<file path="src/hw/rtl/ip_range_table_with_aging_assert.svh">
// Assertion macros for the aging range table.
// Expects clk and arst_n in the scope of each use.
`ifndef IP_RANGE_TABLE_WITH_AGING_ASSERT_SVH
`define IP_RANGE_TABLE_WITH_AGING_ASSERT_SVH

// cond_a implies cond_b in the same cycle
`define IPRT_ASSERT_NOW(label, cond_a, cond_b) \
	label: assert property (@(posedge clk) disable iff (!arst_n) (cond_a) |-> (cond_b)) \
		else $error("iprt assertion failed");

// cond_a implies cond_b in the next cycle
`define IPRT_ASSERT_NEXT(label, cond_a, cond_b) \
	label: assert property (@(posedge clk) disable iff (!arst_n) (cond_a) |=> (cond_b)) \
		else $error("iprt assertion failed");

`endif

</file>
<file path="src/hw/rtl/iprt_ram.sv">
// Generic simple dual-port RAM: one write port, one read port, registered read.
// No dependencies.
module iprt_ram #(
	parameter int WIDTH = 8,
	parameter int DEPTH = 16
) (
	input  logic                     clk,
	input  logic                     we,
	input  logic [$clog2(DEPTH)-1:0] waddr,
	input  logic [WIDTH-1:0]         wdata,
	input  logic [$clog2(DEPTH)-1:0] raddr,
	output logic [WIDTH-1:0]         rdata
);
	logic [WIDTH-1:0] mem_q [DEPTH];

	always_ff @(posedge clk) begin
		if (we) begin
			mem_q[waddr] <= wdata;
		end
		rdata <= mem_q[raddr];
	end
endmodule

</file>
<file path="config.mk">
export PLATFORM = sky130hd
export DESIGN_NAME = iprt_ram
export DESIGN_NICKNAME = d
export VERILOG_FILES = /design/src/hw/rtl/ip_range_table_with_aging_assert.svh /design/src/hw/rtl/iprt_ram.sv
export SDC_FILE = /design/constraint.sdc
export NUM_CORES = 1
export LEC_CHECK = 0
export BUFFER_PORTS_ARGS = -buffer_cell sky130_fd_sc_hd__buf_2
export CAP_MARGIN = 40
export CORE_MARGIN = 2
export CORE_UTILIZATION = 60
export CTS_CLUSTER_DIAMETER = 200
export DETAILED_ROUTE_END_ITERATION = 7
export PLACE_DENSITY = 0.78
export SLEW_MARGIN = 10
export SYNTH_ARGS = -nofsm -noshare
export SYNTH_HDL_FRONTEND = slang
export SYNTH_SLANG_ARGS = --single-unit
</file>
<file path="constraint.sdc">
create_clock -name clk -period 2.2 [get_ports clk]
set_input_delay 0.11 -clock clk [delete_from_list [all_inputs] [get_ports clk]]
set_output_delay 0.11 -clock clk [all_outputs]
set_load 0.03 [all_outputs]
</file>
### Yosys cells after proc, flatten, opt, wreduce, memory -nomap -nowiden

Memory sizes are Yosys's and may differ from the RTL's. A register that Yosys moved wholly into a read port is not among the register bits.
Index checks and enable logic that the tools add are counted.

| storage, ports and cells | value |
|---|---|
| bits of input ports | 18 |
| bits in writable memories | 128 |
| latch bits | 0 |
| memories | 1 |
| bits in read-only memories | 0 |
| logic and storage cells | 3 |
| flip-flop bits (word level) | 0 |

| cells by class | value |
|---|---|
| multiply operators | 0 |
| $add $sub $neg | 0 |
| div/mod/pow operators | 0 |
| reductions and logical operators | 0 |
| $lt $le $gt $ge | 0 |
| multiplexer cells | 2 |
| shifts and indexed selects | 0 |
| eq/ne operators | 0 |
| bitwise gates (word level) | 0 |

Memory list:

| name | depth | width | rd ports | clocked after Yosys merged registers in | wr ports | RTL line | RTL |
|---|---|---|---|---|---|---|---|
| mem_q | 16 | 8 | 1 | 1 | 1 | iprt_ram.sv:14 | `logic [WIDTH-1:0] mem_q [DEPTH];` |

Operator list:

| operator | number |
|---|---|
| 1-bit 2-to-1 mux | 2 |

### Longest topological paths before layout

Gate-level depths: netlist of run 1.

| logic depth | value |
|---|---|
| depth in word-level cells | 2 |
| depth in mapped cells | 5 |
| gate-level depth less buffers | 3 |

### Least setup slack after synthesis of run 1

No wires, ideal clock.

| path | value |
|---|---|
| kind | input to register |
| start point | in waddr[2] |
| end point | mem mem_q[0][0], enable pin |
| required time | 1817 ps |
| setup slack | 597 ps |
| cell stages on the path | 2 |
| data arrival time | 1220 ps |
| setup time | 383 ps |
| cells stage by stage | or3b_2 > nor3_1 |

RTL lines:

| item | RTL line | RTL |
|---|---|---|
| start, declared | iprt_ram.sv:9 | `input logic [$clog2(DEPTH)-1:0] waddr,` |
| end, declared | iprt_ram.sv:14 |  |

Straight into the memory's write port.

==> results of run 1 <==
per-stage QoR:
stage	hold slack (ns)	power [mW]
3_5_place_dp	0.509	3.26
5_1_grt	0.0684	6.21
4_1_cts	0.0508	6.06
6_report	0.0695	6.05
3_3_place_gp	0.497	3.25
2_1_floorplan	0.209	3.14
where the power goes:
| group | total (mW) | leakage (nW) | internal [mW] | switching [mW] |
|---|---|---|---|---|
| registers | 2.92 | 1.22 | 2.90 | 0.0182 |
| clock network | 2.82 | 0.281 | 1.76 | 1.06 |
| logic | 0.308 | 0.614 | 0.124 | 0.185 |
layout by cell type (no fill, tap or decap):
| cell type | netlist | final |
|---|---|---|
| buf_2 | 3 | 25 |
| clkinv_1 | 0 | 1 |
| nand3b_1 | 2 | 2 |
| nor3_1 | 4 | 4 |
| nand3_1 | 1 | 1 |
| nor2_1 | 13 | 13 |
| clkinv_2 | 0 | 1 |
| and2b_1 | 1 | 1 |
| a22oi_1 | 16 | 16 |
| or3b_2 | 1 | 1 |
| nand2b_1 | 2 | 2 |
| mux4_2 | 18 | 18 |
| clkbuf_8 | 0 | 2 |
| mux4_1 | 14 | 14 |
| clkbuf_16 | 0 | 16 |
| dfxtp_1 | 8 | 8 |
| clkinv_4 | 0 | 3 |
| and2_1 | 1 | 1 |
| nor2b_1 | 1 | 1 |
| nand2_1 | 9 | 9 |
| inv_6 | 0 | 2 |
| buf_12 | 0 | 1 |
| clkinvlp_4 | 0 | 4 |
| dlygate4sd3_1 | 0 | 8 |
| bufinv_16 | 0 | 3 |
| buf_4 | 1 | 19 |
| edfxtp_1 | 128 | 128 |
area by class of cell:
type                            count  area, µm²  area share [%]
Multi-Input combinational cell     83       1060            17.2
Clock inverter                     14        173            2.80
Sequential cell                   136       4000            65.0
Timing Repair Buffer               53        368            5.97
Tap cell                          105        131            2.13
Clock buffer                       18        428            6.95
path summary, 6_finish.rpt:
kind                      from           to  slack, ns
setup reg to reg   mem_q[1][3]     rdata[3]       0.74
hold reg to reg   mem_q[14][6]     rdata[6]       0.67
hold / removal        waddr[1]  mem_q[4][0]       0.07
setup / recovery   mem_q[1][3]     rdata[3]       0.74
cell families (layout without fill, tap and decap cells):
kind of cell	after synthesis	in the layout	synth area share [%]
buf+inv	10	85	1.68
flops	136	136	77.8
mux	32	32	15.0
compound gates	16	16	2.33
simple gates	35	35	3.18
registers in the layout (all words and copies together), names as in the netlist:
signal,flops
rdata,8
mem_q,128
critical path: cells and delay by family (launching register included):
| family | cells | cell delay, ns |
|---|---|---|
| AND/OR/NAND/NOR | 1 | 0.09 |
| flip-flops | 1 | 0.39 |
| AO/OA/AOI/OAI | 1 | 0.31 |
| multiplexers | 1 | 0.55 |
routing by layer:
| layer | wire (µm) | track usage [%] | vias up |
|---|---|---|---|
| li1 | - | - | 1095 |
| met1 | 4090 | 32.0 | 1309 |
| met2 | 5150 | 36.8 | 120 |
| met3 | 732 | 6.14 | 16 |
| met4 | 178 | 7.48 | 0 |
| met5 | 0 | 0 | - |
==> metrics.yaml, run 1 <==
status: "finished clean"
synth_top_cell_by_area: "edfxtp_1"
endpoint_kind: "flip-flop"
postCtsSetupBuffers: 0
power_density_nw_per_um2: 982
finalWorstSetupSlack_ns: 0.743
drtPass1Iterations: 4
grt_max_degree: 33
crit_chain: "mux4_1 > a22oi_1 > nand2_1"
die_area_um2: 9340
yosys-top-cells-area: "edfxtp_1 (75%), mux4_2 (7.9%), mux4_1 (7.1%), dfxtp_1 (3.1%), a22oi_1 (2.3%)"
drive_above_1_share_pct: 31.3
htreeDepth: 4
path_clk_slew_ns: 0.06
crit_path_start_kind: "flip-flop"
hold_class: "primary input to flip-flop"
crit_required_ns: 2.59
numClockSinks: 136
die_h_um: 96.6
pre_cts_slack_ns: 0.479
gr-total-overflow: 0
grt_pass1_wl_mm: 15.5
yosys-top-cells-count: "edfxtp_1 (128), mux4_2 (18), a22oi_1 (16)"
relSlewSlack_pct: 49.6
first_global_vias: 2627
syn_inst: 229
layout.cells.non_filler: 409
syn-mean-instance-area_um2: 22.5
synth.cell_area_um2: 5150
cts_buffers: 17
wl_mm: 10.2
cpMaxStageDelayCell: "mux4_1"
critPathMaxFanout: 1
r2r_cells: 3
peakVddDrop_mv: 0.549
cp_slowest_stage_delay_ns: 0.55
rows: 33
die_w_um: 96.6
coreArea_um2: 8260
final.min_clock_period_ns: 1.46
fin_area_um2: 6160
path_class: "flip-flop to flip-flop"
antenna_found_initial: 0
initial_utilization_pct: 62.3
finalSetupViolCount: 0
first_iter_violations: 251
fin_nets: 309
clockRootBuffer: "clkbuf_8"
synth_async_sr_flop_share_pct: 0
place_area_um2: 5480
synth_edf_count: 128
max_freq_mhz: 686
worst_pin_slew_ns: 0.753
rsz0062_at_grt: "false"
yosysTopAreaCellShare_pct: 74.7
slew_violations: 0
cap_violations: 0
clockBufferDepth: 2
synth-seq-cells: 136
track_usage_pct: 23.1
synth_ff_type: "edfxtp_1"
drc: 0
finalCritPeriodShare_pct: 66.2
ys_seq_area_share_pct: 77.8
fill_cells: 454
place.detailed.hpwl_mm: 6.02
worst_ep_arrival_time_ns: 1.85
holdBufCountCts: 8
p_leak_nw: 2.12
insertion_delay_ns: 0.51
yosys_warnings: 0
cts_tree: "done"
diodes: 0
avgViaCountPerCell: 6.21
synth_nets: 247
area_delta_synth_final_pct: 19.7
gp_congestion: 0.774
synth_cell_types: 19
via_count: 2540
final.setup.tns_ns: 0
ios: 26
cts-resized-gates: 0
holdPathStages: 2
hold_viol_final: 0
synth_most_common_cell: "edfxtp_1"
finClkSkew_ns: 0.00873
avgRoutedWirePerCell_um: 24.8
dp.cells: 369
io_buffers: 25
antenna_left: 0
final_util_pct: 74.6
Note: power is estimated with default switching activity, not from simulation.
==> run 2, diff against run 1 <==
clock period = 1.5 ns   (was 2.2 ns; I/O delays follow)
==> run 2 against run 1 <==
Compared with the run above:
- sequential share of layout area decreased by 0.43 points
- final cell count up 0.24%
- first-iteration DRC count increased by 5.6%
- wire length increased by 4.6%
- sequential cell count did not move
- global-route usage rose by 1.4 points
- clock skew fell by 0.0020 ns
==> metrics.yaml, run 2 (synthesized netlist as in run 1, its figures left out) <==
ios: 26
finalWorstSetupSlack_ns: 0.0990
path_class: "flip-flop to flip-flop"
postCtsSetupBuffers: 0
first_iter_violations: 265
r2r_setup_slack_ns: 0.1
relSlewSlack_pct: 71.6
holdPathStages: 3
hold_class: "primary input to flip-flop"
p_comb_share_pct: 5.3
drc: 0
power_density_nw_per_um2: 1440
grt_pass1_wl_mm: 16.5
coreArea_um2: 8260
r2r_cells: 3
seq_power_share_pct: 47.9
drive_above_1_share_pct: 31.5
critPathMaxFanout: 1
peakVddDrop_mv: 0.871
antenna_found_initial: 0
finClkSkew_ns: 0.00676
via_count: 2586
largest_register_ffs: 128
cap_violations: 0
final.min_clock_period_ns: 1.40
max_freq_mhz: 714
crit_required_ns: 1.89
cts_tree: "done"
slew_violations: 0
switching_power_mw: 1.82
final_cell_mix: "edfxtp_1 (128), buf_2 (25), buf_4 (19)"
cts_buffers: 17
pre_cts_slack_ns: -0.000300
avgViaCountPerCell: 6.31
finalSetupViolCount: 0
worst_ep_arrival_time_ns: 1.79
die_area_um2: 9340
seq_area_um2: 4000
endpoint_kind: "flip-flop"
antenna_left: 0
first_global_vias: 2792
worst_pin_slew_ns: 0.426
rows: 33
swShare_pct: 20.4
clockPowerShare_pct: 46.8
intPower_mw: 7.11
fill_cells: 445
reg_top3: "mem_q x128, rdata x8"
drtPass1Iterations: 5
area_delta_synth_final_pct: 20.5
layout_commonest_cell: "edfxtp_1"
multiInputGateArea_um2: 1060
gr-total-overflow: 0
diodes: 0
gp_congestion: 0.721
place.detailed.hpwl_mm: 6.05
numClockSinks: 136
track_usage_pct: 24.5
crit_path_start_kind: "flip-flop"
die_w_um: 96.6
fin_area_um2: 6200
avgRoutedWirePerCell_um: 25.9
finalCritPeriodShare_pct: 93.4
rsz0062_at_grt: "false"
place_area_um2: 5530
grt_max_degree: 33
worst_r2r_endpoint: "rdata[6]"
final_util_pct: 75.1
top_register: "mem_q"
wl_mm: 10.6
initial_utilization_pct: 62.3
worstReg2RegStart: "mem_q[3][6]"
clockRootBuffer: "clkbuf_8"
p_leak_nw: 2.14
io_buffers: 25
path_clk_slew_ns: 0.06
hold_viol_final: 0
power_mw: 8.94
min_from: "waddr[0]"
insertion_delay_ns: 0.51
fin_nets: 311
layout.cells.non_filler: 410
status: "finished clean"
hold_end: "mem_q[0][7]"
die_h_um: 96.6
clockBufferDepth: 2
htreeDepth: 4
dp.cells: 371
run 2: cell count changes in the layout (fill, tap and decap cells not counted):
cell / change
clkinv_2: +2
inv_6: -2
nor3_1: -1
clkinv_1: +1
bufinv_16: +1
nor3_2: +1
clkinvlp_4: -1
clkbuf_8: -1
buf_12: +2
clkinv_4: -1
run 2: power groups by stage:
stage / sequential, mW / combinational (mW) / clock, mW
floorplan: 4.40 / 0.216 / 0
global placement: 4.35 / 0.435 / 0
detailed placement: 4.36 / 0.446 / 0
CTS: 4.28 / 0.473 / 4.22
global route: 4.29 / 0.502 / 4.38
finish: 4.28 / 0.471 / 4.18
run 2: stage by stage:
step / TNS [ns] / hold slack (ns)
2_1_floorplan: 0 / 0.174
3_5_place_dp: -0.000300 / 0.471
6_report: 0 / 0.130
4_1_cts: 0 / 0.110
5_1_grt: 0 / 0.127
3_3_place_gp: 0 / 0.460
run 2: worst max-delay path, stage by stage (launching register included):
cell and delay (ns):
edfxtp_1 0.37, mux4_2 0.49, a22oi_1 0.32, nand2_1 0.10
run 2: metal layers:
metal | track usage (%) | wire [µm] | vias up
li1 | - | - | 1102
met1 | 33.2 | 4280 | 1335
met2 | 39.8 | 5460 | 134
met3 | 6.86 | 760 | 15
met4 | 7.26 | 115 | 0
met5 | 0 | 0 | -
run 2: cell type report:
cell class / instances / share of cell area [%]
multi-input combinational: 83 / 17.1
tap: 105 / 2.12
sequential: 136 / 64.6
clock inverter: 14 / 2.95
clock buffer: 17 / 6.68
timing repair buffer: 55 / 6.58
run 2: worst max-delay path by stage:
| stage | startpoint | endpoint | slack (ns) | cells after the start |
|---|---|---|---|---|
| after floorplan | waddr[2] | mem_q[3][0] | 0.16 | 2 |
| after global placement | raddr[0] | rdata[0] | 0.01 | 5 |
| after detailed placement | raddr[0] | rdata[0] | -0.0003 | 5 |
| after CTS | mem_q[0][6] | rdata[6] | 0.09 | 3 |
| after global routing | mem_q[2][3] | rdata[3] | 0.07 | 3 |
| final | mem_q[3][6] | rdata[6] | 0.1 | 3 |
run 2: repair_timing:
action | CTS | global route
hold buffers | 8 | 0
gates resized for setup | 0 | 0
endpoints found under the hold margin | 128 | 0
